### src/design/ptt_pkg.sv
package ptt_pkg;

    localparam int TABLE_DEPTH = 16;
    localparam int IDX_W       = $clog2(TABLE_DEPTH);
    localparam int CNT_W       = $clog2(TABLE_DEPTH + 1);
    localparam int ID_W        = 8;
    localparam int TIME_W      = 32;
    localparam int OP_W        = 2;
    localparam int ST_W        = 2;
    localparam int SLOT_W      = 5;
    localparam int REM_W       = 5;

    localparam logic [OP_W-1:0] OP_TICK      = 2'd0;
    localparam logic [OP_W-1:0] OP_PROGRAM   = 2'd1;
    localparam logic [OP_W-1:0] OP_UNPROGRAM = 2'd2;
    localparam logic [OP_W-1:0] OP_PROCESS   = 2'd3;

    localparam logic [ST_W-1:0] ST_OK          = 2'd0;
    localparam logic [ST_W-1:0] ST_NULL_TASK   = 2'd1;
    localparam logic [ST_W-1:0] ST_ZERO_PERIOD = 2'd2;
    localparam logic [ST_W-1:0] ST_TABLE_FULL  = 2'd3;

endpackage

### src/design/ptt_if.sv
interface ptt_cmd_if;
    logic                              valid;
    logic                              ready;
    logic [ptt_pkg::OP_W-1:0]          operation;
    logic [ptt_pkg::ID_W-1:0]          task_id;
    logic [ptt_pkg::TIME_W-1:0]        start_offset;
    logic [ptt_pkg::TIME_W-1:0]        repeat_period;
    logic [ptt_pkg::TIME_W-1:0]        repeat_count;
    logic [ptt_pkg::SLOT_W-1:0]        free_slots;

    modport source (output valid, operation, task_id, start_offset, repeat_period,
                    repeat_count, free_slots, input ready);
    modport sink   (input valid, operation, task_id, start_offset, repeat_period,
                    repeat_count, free_slots, output ready);
endinterface

interface ptt_res_if;
    logic                              valid;
    logic                              ready;
    logic                              dispatch_valid;
    logic [ptt_pkg::ID_W-1:0]          dispatched_id;
    logic [ptt_pkg::ST_W-1:0]          status;
    logic [ptt_pkg::REM_W-1:0]         removed_count;
    logic                              last;

    modport source (output valid, dispatch_valid, dispatched_id, status, removed_count,
                    last, input ready);
    modport sink   (input valid, dispatch_valid, dispatched_id, status, removed_count,
                    last, output ready);
endinterface

### src/design/periodic_task_timer_table_core.sv
// channel   dir  words
// i_cmd     in   operation, task id, offset, period, count, free slots
// o_res     out  dispatch flag, id, status, removed count, last
//
// Tick and program are done in idle and load their word directly. Unprogram
// and process walk the table one entry per cycle, unless o_res stalls, through
// a single entry read port; each removal shifts the tail down one entry per
// cycle; a min-due scan follows any removal or dispatch. Process: up to three
// walks (dispatch, mark, dispatch) plus shifts and scans, then the done word.
// Reset clears counters and the entry count; entry storage is not cleared.
// A stalled o_res holds the sequencer at its next word; i_cmd waits until done.
module periodic_task_timer_table_core (
    input  logic       i_clk,
    input  logic       i_rst_n,
    ptt_cmd_if.sink    i_cmd,
    ptt_res_if.source  o_res
);

    localparam logic [2:0] S_IDLE  = 3'd0;
    localparam logic [2:0] S_UNP   = 3'd1;
    localparam logic [2:0] S_DISP  = 3'd2;
    localparam logic [2:0] S_MARK  = 3'd3;
    localparam logic [2:0] S_MIN   = 3'd4;
    localparam logic [2:0] S_SHIFT = 3'd5;
    localparam logic [2:0] S_DONE  = 3'd6;

    localparam int D  = ptt_pkg::TABLE_DEPTH;
    localparam int IW = ptt_pkg::IDX_W;
    localparam int CW = ptt_pkg::CNT_W;
    localparam int TW = ptt_pkg::TIME_W;

    logic [ptt_pkg::ID_W-1:0] r_id  [D];
    logic [TW-1:0]            r_due [D];
    logic [TW-1:0]            r_per [D];
    logic [TW-1:0]            r_rem [D];
    logic                     r_rdy [D];

    logic [2:0]                  r_state;
    logic [TW-1:0]               r_now;
    logic [TW-1:0]               r_chk;
    logic [CW-1:0]               r_cnt;
    logic [CW-1:0]               r_i;
    logic [IW-1:0]               r_j;
    logic                        r_proc;
    logic                        r_pass;
    logic                        r_any;
    logic                        r_ret_disp;
    logic [ptt_pkg::SLOT_W-1:0]  r_slots;
    logic [ptt_pkg::REM_W-1:0]   r_removed;
    logic [TW-1:0]               r_best;
    logic [ptt_pkg::ID_W-1:0]    r_tid;

    logic                        r_ov;
    logic                        r_o_dv;
    logic [ptt_pkg::ID_W-1:0]    r_o_id;
    logic [ptt_pkg::ST_W-1:0]    r_o_st;
    logic [ptt_pkg::REM_W-1:0]   r_o_rm;
    logic                        r_o_last;

    logic          w_can_emit;
    logic          w_emit;
    logic [IW-1:0] w_ridx;
    logic [IW-1:0] w_jn;
    logic          w_in_range;
    logic [TW-1:0] w_new_chk;
    logic [TW-1:0] w_sum;
    logic [TW-1:0] w_add_a;
    logic [TW-1:0] w_add_b;
    logic [ptt_pkg::ST_W-1:0] w_pst;

    assign w_can_emit = !r_ov || o_res.ready;
    assign w_jn       = r_j + 1'b1;
    assign w_ridx     = (r_state == S_SHIFT) ? w_jn : r_i[IW-1:0];
    assign w_in_range = r_i < r_cnt;

    // a word is loaded into the output register this cycle
    assign w_emit = (r_state == S_IDLE && i_cmd.valid && i_cmd.ready &&
                     (i_cmd.operation == ptt_pkg::OP_TICK ||
                      i_cmd.operation == ptt_pkg::OP_PROGRAM)) ||
                    (r_state == S_DISP && w_in_range && r_rdy[w_ridx] &&
                     r_slots != '0 && w_can_emit) ||
                    (r_state == S_DONE && w_can_emit);

    // shared adder: now+offset on program, now+period on dispatch
    assign w_add_a = r_now;
    assign w_add_b = (r_state == S_IDLE) ? i_cmd.start_offset : r_per[w_ridx];
    assign w_sum   = w_add_a + w_add_b;

    always_comb begin
        if (r_cnt == '0) begin
            w_new_chk = '0;
        end else begin
            w_new_chk = r_best;
        end
        if (i_cmd.task_id == '0) begin
            w_pst = ptt_pkg::ST_NULL_TASK;
        end else if (i_cmd.repeat_period == '0) begin
            w_pst = ptt_pkg::ST_ZERO_PERIOD;
        end else if (r_cnt >= CW'(D)) begin
            w_pst = ptt_pkg::ST_TABLE_FULL;
        end else begin
            w_pst = ptt_pkg::ST_OK;
        end
    end

    assign i_cmd.ready          = (r_state == S_IDLE) && w_can_emit;
    assign o_res.valid          = r_ov;
    assign o_res.dispatch_valid = r_o_dv;
    assign o_res.dispatched_id  = r_o_id;
    assign o_res.status         = r_o_st;
    assign o_res.removed_count  = r_o_rm;
    assign o_res.last           = r_o_last;

    // entry storage, no reset
    always_ff @(posedge i_clk) begin
        if (r_state == S_IDLE && i_cmd.valid && i_cmd.ready &&
            i_cmd.operation == ptt_pkg::OP_PROGRAM && w_pst == ptt_pkg::ST_OK) begin
            r_id[r_cnt[IW-1:0]]  <= i_cmd.task_id;
            r_due[r_cnt[IW-1:0]] <= w_sum;
            r_per[r_cnt[IW-1:0]] <= i_cmd.repeat_period;
            r_rem[r_cnt[IW-1:0]] <= i_cmd.repeat_count;
            r_rdy[r_cnt[IW-1:0]] <= 1'b0;
        end
        if (r_state == S_DISP && w_in_range && r_rdy[w_ridx] && r_slots != '0 &&
            w_can_emit) begin
            r_due[w_ridx] <= w_sum;
            r_rdy[w_ridx] <= 1'b0;
            if (r_rem[w_ridx] != '0) begin
                r_rem[w_ridx] <= r_rem[w_ridx] - 1'b1;
            end
        end
        if (r_state == S_MARK && w_in_range && !r_rdy[w_ridx] &&
            r_now > r_due[w_ridx]) begin
            r_rdy[w_ridx] <= 1'b1;
        end
        if (r_state == S_SHIFT && CW'(w_jn) < r_cnt && r_j != IW'(D - 1)) begin
            r_id[r_j]  <= r_id[w_jn];
            r_due[r_j] <= r_due[w_jn];
            r_per[r_j] <= r_per[w_jn];
            r_rem[r_j] <= r_rem[w_jn];
            r_rdy[r_j] <= r_rdy[w_jn];
        end
    end

    always_ff @(posedge i_clk) begin
        if (!i_rst_n) begin
            r_ov <= 1'b0;
        end else if (w_emit) begin
            r_ov <= 1'b1;
        end else if (o_res.ready) begin
            r_ov <= 1'b0;
        end
    end

    always_ff @(posedge i_clk) begin
        if (!i_rst_n) begin
            r_state <= S_IDLE;
            r_now   <= '0;
            r_chk   <= '0;
            r_cnt   <= '0;
        end else begin
            case (r_state)
                S_IDLE: begin
                    if (i_cmd.valid && i_cmd.ready) begin
                        r_tid     <= i_cmd.task_id;
                        r_i       <= '0;
                        r_removed <= '0;
                        r_any     <= 1'b0;
                        r_pass    <= 1'b0;
                        r_slots   <= (i_cmd.free_slots > ptt_pkg::SLOT_W'(D)) ?
                                     ptt_pkg::SLOT_W'(D) : i_cmd.free_slots;
                        case (i_cmd.operation)
                            ptt_pkg::OP_TICK: begin
                                r_now    <= r_now + 1'b1;
                                r_o_dv   <= 1'b0;
                                r_o_id   <= '0;
                                r_o_st   <= ptt_pkg::ST_OK;
                                r_o_rm   <= '0;
                                r_o_last <= 1'b1;
                            end
                            ptt_pkg::OP_PROGRAM: begin
                                if (w_pst == ptt_pkg::ST_OK) begin
                                    r_cnt <= r_cnt + 1'b1;
                                    if (w_sum < r_chk) begin
                                        r_chk <= w_sum;
                                    end
                                end
                                r_o_dv   <= 1'b0;
                                r_o_id   <= '0;
                                r_o_st   <= w_pst;
                                r_o_rm   <= '0;
                                r_o_last <= 1'b1;
                            end
                            ptt_pkg::OP_UNPROGRAM: begin
                                r_proc  <= 1'b0;
                                r_state <= S_UNP;
                            end
                            default: begin
                                r_proc  <= 1'b1;
                                r_state <= S_DISP;
                            end
                        endcase
                    end
                end
                S_UNP: begin
                    if (w_in_range) begin
                        if (r_id[w_ridx] == r_tid) begin
                            r_removed  <= r_removed + 1'b1;
                            r_j        <= w_ridx;
                            r_ret_disp <= 1'b0;
                            r_state    <= S_SHIFT;
                        end else begin
                            r_i <= r_i + 1'b1;
                        end
                    end else if (r_removed != '0) begin
                        r_i     <= '0;
                        r_state <= S_MIN;
                    end else begin
                        r_state <= S_DONE;
                    end
                end
                S_DISP: begin
                    if (w_in_range) begin
                        if (r_rdy[w_ridx] && r_slots != '0) begin
                            if (w_can_emit) begin
                                r_o_dv   <= 1'b1;
                                r_o_id   <= r_id[w_ridx];
                                r_o_st   <= ptt_pkg::ST_OK;
                                r_o_rm   <= '0;
                                r_o_last <= 1'b0;
                                r_slots  <= r_slots - 1'b1;
                                r_any    <= 1'b1;
                                if (r_rem[w_ridx] == TW'(1)) begin
                                    r_j        <= w_ridx;
                                    r_ret_disp <= 1'b1;
                                    r_state    <= S_SHIFT;
                                end else begin
                                    r_i <= r_i + 1'b1;
                                end
                            end
                        end else begin
                            r_i <= r_i + 1'b1;
                        end
                    end else if (r_any) begin
                        r_i     <= '0;
                        r_state <= S_MIN;
                    end else if (!r_pass && r_now >= r_chk) begin
                        r_i     <= '0;
                        r_state <= S_MARK;
                    end else begin
                        r_state <= S_DONE;
                    end
                end
                S_MARK: begin
                    if (w_in_range) begin
                        r_i <= r_i + 1'b1;
                    end else begin
                        r_i     <= '0;
                        r_pass  <= 1'b1;
                        r_any   <= 1'b0;
                        r_state <= S_DISP;
                    end
                end
                S_MIN: begin
                    if (w_in_range) begin
                        if (r_i == '0 || r_due[w_ridx] < r_best) begin
                            r_best <= r_due[w_ridx];
                        end
                        r_i <= r_i + 1'b1;
                    end else begin
                        r_chk <= w_new_chk;
                        r_i   <= '0;
                        if (r_proc && !r_pass && r_now >= w_new_chk) begin
                            r_state <= S_MARK;
                        end else begin
                            r_state <= S_DONE;
                        end
                    end
                end
                S_SHIFT: begin
                    if (CW'(w_jn) < r_cnt && r_j != IW'(D - 1)) begin
                        r_j <= w_jn;
                    end else begin
                        r_cnt   <= r_cnt - 1'b1;
                        r_state <= r_ret_disp ? S_DISP : S_UNP;
                    end
                end
                S_DONE: begin
                    if (w_can_emit) begin
                        r_o_dv   <= 1'b0;
                        r_o_id   <= '0;
                        r_o_st   <= ptt_pkg::ST_OK;
                        r_o_rm   <= r_removed;
                        r_o_last <= 1'b1;
                        r_state  <= S_IDLE;
                    end
                end
                default: begin
                    r_state <= S_IDLE;
                end
            endcase
        end
    end

endmodule

### src/flat_wrapper.sv
// flat-port wrapper written by rule: the top's interface ports become plain ports
module periodic_task_timer_table_core_flat 
  (i_clk, i_rst_n, i_cmd_valid, i_cmd_operation, i_cmd_task_id, i_cmd_start_offset, i_cmd_repeat_period, i_cmd_repeat_count, i_cmd_free_slots, i_cmd_ready, o_res_valid, o_res_dispatch_valid, o_res_dispatched_id, o_res_status, o_res_removed_count, o_res_last, o_res_ready);
  ptt_cmd_if i_cmd_i ();
  ptt_res_if o_res_i ();
  input  logic i_clk;
  input  logic i_rst_n;
  input wire logic [$bits(i_cmd_i.valid)-1:0] i_cmd_valid;
  input wire logic [$bits(i_cmd_i.operation)-1:0] i_cmd_operation;
  input wire logic [$bits(i_cmd_i.task_id)-1:0] i_cmd_task_id;
  input wire logic [$bits(i_cmd_i.start_offset)-1:0] i_cmd_start_offset;
  input wire logic [$bits(i_cmd_i.repeat_period)-1:0] i_cmd_repeat_period;
  input wire logic [$bits(i_cmd_i.repeat_count)-1:0] i_cmd_repeat_count;
  input wire logic [$bits(i_cmd_i.free_slots)-1:0] i_cmd_free_slots;
  output wire logic [$bits(i_cmd_i.ready)-1:0] i_cmd_ready;
  output wire logic [$bits(o_res_i.valid)-1:0] o_res_valid;
  output wire logic [$bits(o_res_i.dispatch_valid)-1:0] o_res_dispatch_valid;
  output wire logic [$bits(o_res_i.dispatched_id)-1:0] o_res_dispatched_id;
  output wire logic [$bits(o_res_i.status)-1:0] o_res_status;
  output wire logic [$bits(o_res_i.removed_count)-1:0] o_res_removed_count;
  output wire logic [$bits(o_res_i.last)-1:0] o_res_last;
  input wire logic [$bits(o_res_i.ready)-1:0] o_res_ready;
  assign i_cmd_i.valid = i_cmd_valid;
  assign i_cmd_i.operation = i_cmd_operation;
  assign i_cmd_i.task_id = i_cmd_task_id;
  assign i_cmd_i.start_offset = i_cmd_start_offset;
  assign i_cmd_i.repeat_period = i_cmd_repeat_period;
  assign i_cmd_i.repeat_count = i_cmd_repeat_count;
  assign i_cmd_i.free_slots = i_cmd_free_slots;
  assign i_cmd_ready = i_cmd_i.ready;
  assign o_res_valid = o_res_i.valid;
  assign o_res_dispatch_valid = o_res_i.dispatch_valid;
  assign o_res_dispatched_id = o_res_i.dispatched_id;
  assign o_res_status = o_res_i.status;
  assign o_res_removed_count = o_res_i.removed_count;
  assign o_res_last = o_res_i.last;
  assign o_res_i.ready = o_res_ready;
  periodic_task_timer_table_core u_core (.i_clk(i_clk), .i_rst_n(i_rst_n), .i_cmd(i_cmd_i), .o_res(o_res_i));
endmodule
### config.mk
export PLATFORM = sky130hd
export DESIGN_NAME = periodic_task_timer_table_core_flat
export DESIGN_NICKNAME = d
export VERILOG_FILES = /design/src/design/ptt_pkg.sv /design/src/design/ptt_if.sv /design/src/design/periodic_task_timer_table_core.sv /design/src/flat_wrapper.sv
export SDC_FILE = /design/constraint.sdc
export NUM_CORES = 2
export LEC_CHECK = 0
export BUFFER_PORTS_ARGS = -buffer_cell sky130_fd_sc_hd__buf_4
export CORE_ASPECT_RATIO = 0.6
export CORE_MARGIN = 3
export CORE_UTILIZATION = 40
export CTS_CLUSTER_DIAMETER = 200
export CTS_CLUSTER_SIZE = 30
export DETAILED_ROUTE_END_ITERATION = 8
export MAX_ROUTING_LAYER = met4
export PLACE_DENSITY = 0.67
export SKIP_LAST_GASP = 1
export SLEW_MARGIN = 15
export SYNTH_ARGS = -nofsm -noshare
export SYNTH_HDL_FRONTEND = slang
export SYNTH_SLANG_ARGS = --single-unit
### constraint.sdc
create_clock -name i_clk -period 11.7 [get_ports i_clk]
set_input_delay 1.17 -clock i_clk [delete_from_list [all_inputs] [get_ports i_clk]]
set_output_delay 1.17 -clock i_clk [all_outputs]
set_load 0.05 [all_outputs]
* Word-level counts from Yosys, hierarchy flattened *
Memories as Yosys holds them, arrays and structs flattened.
Cells that the tools add are included.

word-level totals
  bits in registers = 153
  bits in writable memories = 1680
  output and inout bits = 19
  logic and storage cells = 307
  memories kept = 5

operators by class
  $add $sub $neg = 9
  magnitude comparators = 9
  equality and inequality tests = 38
  multiplexer cells = 147
  bitwise logic cells = 2
  reduce and logical (&&, ||, !) cells = 77

memory list
  name          depth  bits a word  read ports  clocked after memory_dff  wr ports  RTL line                              RTL
  u_core.r_due  16     32           2           0                         1         periodic_task_timer_table_core.sv:33  logic [TW-1:0] r_due [D];
  u_core.r_per  16     32           2           0                         1         periodic_task_timer_table_core.sv:34  logic [TW-1:0] r_per [D];
  u_core.r_rem  16     32           2           0                         1         periodic_task_timer_table_core.sv:35  logic [TW-1:0] r_rem [D];
  u_core.r_id   16     8            2           0                         1         periodic_task_timer_table_core.sv:32  logic [ptt_pkg::ID_W-1:0] r_id [D];
  u_core.r_rdy  16     1            2           0                         1         periodic_task_timer_table_core.sv:36  logic r_rdy [D];

operator list
  cell                   count
  $mux 32                12
  $reduce_or 32->1       5
  $mux 5                 28
  $ge 32x32->1           2
  $lt 32x32->1           2
  $mux 4                 16
  $pmux 32 s2            1
  $mux 8                 7
  $mux 1                 43
  $mux 3                 14
  $add 32x1->32 const B  1
  $add 32x32->32         1
  $eq 32x1->1 const B    1
  $gt 32x32->1           1
  $logic_not 32->1       1
  $reduce_bool 32->1     1
  $sub 32x1->32 const B  1
  $pmux 5 s2             3
  $pmux 8 s3             1
  $reduce_and 8->1       3
  $logic_and 1x1->1      22
  $ne 2x2->1 const B     11
  $pmux 3 s7             1
  $pmux 5 s4             1
  other kinds (50)       103

* Longest topological paths before layout *
An unclocked memory read counts as a cell.

  word-level depth = 12
  depth in mapped cells = 48

* Least setup slack after synthesis *
OpenSTA, ideal clock, no wires.

  path type = register to register
  start point = register u_core.r_j[0]
  end point = register u_core.r_chk[23]
  arrival time = 8535 ps
  required time = 11567 ps
  setup slack = 3032 ps
  cell stages (with the launch flop) = 40
  path buffers = 10
  clock period less this slack = 8668 ps
  cell sequence = edfxtp_1 > ha_1 > clkbuf_1 > nand4b_1 > a21boi_4 > clkbuf_1 > buf_2 > buf_2 > buf_1 > clkbuf_1 > clkbuf_1 > clkbuf_1 > nand2_1 > a311oi_1 > o31ai_1 > o21ai_0 > ha_1 > inv_1 > [4 not listed] > a2111oi_0 > o311a_1 > a2111oi_0 > or3_1 > nand4b_1 > a21oi_1 > xor2_1 > inv_1 > ha_1 > nand3_1 > nor3_1 > nand3_1 > or3_1 > o41a_1 > clkbuf_1 > clkbuf_1 > o21ai_0 > a21oi_1

on the way
  longest elaborated chain between the ends = 10
  elaborated cells on any way between the ends = 13
  those cells by class = add/sub (2); order compare (1); eq/ne (1); mux (7); reduce/logical (1); memory (1)

RTL lines
  what                                                  RTL line                               RTL
  from (decl)                                           periodic_task_timer_table_core.sv:43   logic [IW-1:0] r_j;
  from (signal assigned)                                periodic_task_timer_table_core.sv:209  r_j <= w_ridx;
  from (signal assigned)                                periodic_task_timer_table_core.sv:234  r_j <= w_ridx;
  from (signal assigned)                                periodic_task_timer_table_core.sv:282  r_j <= w_jn;
  $add 4x1->4 (*)                                       periodic_task_timer_table_core.sv:72   assign w_jn = r_j + 1'b1;
  $mux 4 (*)                                            periodic_task_timer_table_core.sv:73   assign w_ridx = (r_state == S_SHIFT) ? w_jn : r_i[IW-1:0];
  $mem_v2 16x32 (*)                                     n/a
  $mux 32 (*)                                           periodic_task_timer_table_core.sv:86   assign w_add_b = (r_state == S_IDLE) ? i_cmd.start_offset : r_per[w_ridx];
  $add 32x32->32 (*)                                    periodic_task_timer_table_core.sv:87   assign w_sum = w_add_a + w_add_b;
  branches (longest 5 deep; another with $lt 32x32->1)  n/a
  to (signal assigned)                                  periodic_task_timer_table_core.sv:185  r_chk <= w_sum;
  to (signal assigned)                                  periodic_task_timer_table_core.sv:271  r_chk <= w_new_chk;
  to (decl)                                             periodic_task_timer_table_core.sv:40   logic [TW-1:0] r_chk;

Every way passes the cells marked *. The select of a mux whose other input is x is not followed.
A chain may end at the register's enable or synchronous reset.

* Final worst setup path *
  start point = register u_core.r_j[1]
  end point = register u_core.r_chk[27]

Same word-level chain as after synthesis.

==> metrics <==
internal power 12.4 mW; sequential area share after synthesis 0.565; Slew headroom 0.0956; setup bufs post-CTS 0; CTS Buffer Depth 3; PD cells 206 mW/mm²; WL final 303000 µm; sequential group share of total power 0.388; slowest stage cell, crit path a2111oi_0; CTS buffer count 71; VDD IR max 0.000214 V; # rows 138; pin count of the biggest net entering global routing 209; status finished clean; Place WS 1.35 ns; Layout area overhead 6.95%; post-route insts no fill 10.6k; Post-Syn Nets 7896; PortBufs 133; CTS Hold Bufs 0; Synth Area in Adders 0.0277; initial antenna violation count 14; Starting Density 0.405; area of the multi-input gates 0.0394 mm²; Yosys warnings 0; register clock-pin slew on the reported worst setup and hold paths 0.13 ns; CTS resizes 0; Crit Path Class reg2reg; Clock Skews 0.0795 ns; vias in the first global route 63.8k; Tot GR Track Use 0.246; H-tree levels 3; worst hold path class reg2reg; min Tclk post-route 10.38 ns; Post-synth EDFFs 1760; worst path arrival time 11.01 ns; clock share of power 0.151; Crit Path Max Fanout 165; hold wc startpoint u_core.r_chk[24]$_SDFFE_PN0P_; startpoint type of the worst setup path register; Worst EP required 12.33 ns; Hold Path Sink u_core.r_chk[24]$_SDFFE_PN0P_; post-route clock period utilization 0.887; NumNets Final 7739; initial DRC count 10.2k; die area 0.246 mm²; crit end category register; Post-DRT Antenna Nets 0; Hold Vio Cnt, Final 0; fraction of layout cells with a size suffix above 1 0.140; Placed Instance Area 0.101 mm²; largest area contributor in the netlist edfxtp_1; top_reg_cell synth edfxtp_1; Yosys top cell area share 0.550; Synth Area in Simple Gates 0.129; Sw Share 0.418; DR vias 68.4k; most common cell in the netlist edfxtp_1; Mapped Area 0.0961 mm²; Skew-Pair Late Insertion Delay 0.75 ns; hold depth 2; Avg Cell Area, Syn 12.7 µm²; total gr overflow 0; r2r endpoint u_core.r_chk[27]$_SDFFE_PN0P_; worst setup margin 1.32 ns; Chip Width 639 µm; Fillers 21.2k; Combinational Power Share 0.461; first-pass GRT wire length 440000 µm; die height 386 µm; post-synthesis xor/xnor area fraction 0.0111; drt drc 0; wire per inst 28.5 µm; HPWL Detailed 182000 µm; worst-margin pin slew 1.35 ns; Psw 8.86 mW; post-route cell area 0.103 mm²; fmax 96.4 MHz; RSZ-0062 raised after global routing false; Clock Sinks 1833; Synth cell types 91; Yosys reg bits 1833; number of buffers and inverters on the critical path 3; Final setup viols 0; P_leak 36.2 nW; total power 21.2 mW; Inst Count DP 10.5k; number of max-cap violations 0; I/O pin cnt 134; Fin Setup TNS 0 ns; r2r worst-path depth 31; fin. max-slew vios 0; Root Driver clkbuf_16; CTS tree yes; cell family with most CP delay compound AO/OA/AOI/OAI gates; Final Wtd Congestion 0.966; Area contributors post-synth edfxtp_1, mux4_2, nand2_1; worst reg2reg startpoint u_core.r_j[1]$_DFFE_PP_; mux share of post-synthesis cell area 0.168; max incr delay on CP 0.88 ns; number of vias per cell 6.44; Synth Area in Compound Gates 0.0686; Post-Syn Instances 7569; Core ar. 0.237 mm²; flop2flop setup slack 1.32 ns; drt first pass iters 8; largest family of logic cells by synthesized area multiplexers; Synth top cells by count edfxtp_1, nand2_1, nand3_1; FF/Latch Area 0.0543 mm²; Post-synth ARST share 0; critical path launch point u_core.r_j[1]$_DFFE_PP_
-- cells by family after synthesis --
logic type                 Yosys count
adders and majority gates          212
buffers and inverters              707
AOI/OAI and AO/OA                  925
DFF                               1833
and+or+nand+nor                   2829
muxes                              943
xor gates and xnor gates           120
-- cells in the final DEF (no fill, tap or decap), types with 60 or more instances in the layout --
| master | synthesis | routed |
|---|---|---|
| edfxtp_1 | 1760 | 1760 |
| nand2_1 | 1530 | 1529 |
| nand3_1 | 717 | 716 |
| mux4_2 | 534 | 534 |
| mux2i_1 | 399 | 399 |
| buf_4 | 21 | 305 |
| nor2_1 | 253 | 218 |
| ha_1 | 210 | 209 |
| a21oi_1 | 183 | 182 |
| inv_1 | 152 | 151 |
| o21ai_0 | 129 | 129 |
| a211oi_1 | 109 | 109 |
| and3_1 | 102 | 102 |
| a311oi_1 | 83 | 83 |
| a21o_1 | 80 | 80 |
| dfxtp_1 | 73 | 73 |
| clkbuf_16 | 0 | 72 |
| o211a_1 | 68 | 68 |
| xor2_1 | 61 | 60 |
-- state kept, by name (all words and copies together) (netlist names), 2 cells and up --
| name | count |
|---|---|
| u_core.r_rem | 512 |
| u_core.o_res.removed_count | 5 |
| u_core.r_chk | 32 |
| u_core.r_slots | 5 |
| u_core.r_state | 3 |
| u_core.o_res.dispatched_id | 8 |
| u_core.r_removed | 5 |
| u_core.o_res.status | 2 |
| u_core.r_i | 5 |
| u_core.r_id | 128 |
| u_core.r_j | 4 |
| u_core.r_now | 32 |
| u_core.r_tid | 8 |
| u_core.r_best | 32 |
| u_core.r_rdy | 16 |
| u_core.r_cnt | 5 |
| u_core.r_per | 512 |
| u_core.r_due | 512 |
-- power by group through the flow --
stage	clock [mW]	combinational [mW]	sequential [mW]
6_report	3.20	9.77	8.24
5_1_grt	3.47	10.5	8.26
4_1_cts	3.25	9.51	8.23
3_5_place_dp	0	9.47	8.38
3_3_place_gp	0	9.28	8.37
2_1_floorplan	0	6.24	8.38
-- worst register-to-register path, delay by kind of cell, from the launching register on --
kind	cells	cell delay, ns
AOI/OAI and AO/OA	14	4.47
and+or+nand+nor	10	2.54
adders and majority gates	3	1.48
buffers and inverters	3	0.91
DFF	1	0.57
xor gates and xnor gates	1	0.34
-- how the worst max path moves through the flow --
stage | to | slack [ns] | depth (start not counted)
after detailed placement | u_core.r_chk[27]$_SDFFE_PN0P_ | 1.35 | 29
after CTS | u_core.r_chk[27]$_SDFFE_PN0P_ | 1.31 | 29
final | u_core.r_chk[27]$_SDFFE_PN0P_ | 1.32 | 31
after floorplan | u_core.r_chk[23]$_SDFFE_PN0P_ | 3.03 | 39
after global placement | u_core.r_chk[30]$_SDFFE_PN0P_ | 1.49 | 29
after global routing | u_core.r_chk[30]$_SDFFE_PN0P_ | 0.74 | 29
-- per-layer routing --
| layer | track usage | up-vias | wire length, µm | part of all wire |
|---|---|---|---|---|
| li1 | - | 28587 | - | - |
| met1 | 0.359 | 34326 | 124000 | 0.41 |
| met2 | 0.341 | 4909 | 128000 | 0.42 |
| met3 | 0.0600 | 545 | 42200 | 0.14 |
| met4 | 0.0634 | 0 | 8140 | 0.027 |
| met5 | - | - | 0 | 0 |
-- area by class of cell --
cell class / instances / share of cell area
flip-flops and latches: 1833 / 0.528
multi-input cells: 5029 / 0.383
well taps: 3150 / 0.0383
repair buffers: 316 / 0.0242
clock buffers: 101 / 0.0186
inverters: 161 / 0.00618
clock inverters: 6 / 0.00114
diodes: 20 / 0.000487
-- metrics by stage --
stage                     utilization  hold WS [ns]
after floorplan                     -         0.465
after global placement          0.424         0.485
after detailed placement        0.424         0.493
after CTS                       0.433         0.509
after global routing            0.433         0.536
final                           0.433         0.509
No activity file was read; power rests on OpenSTA's default activity.
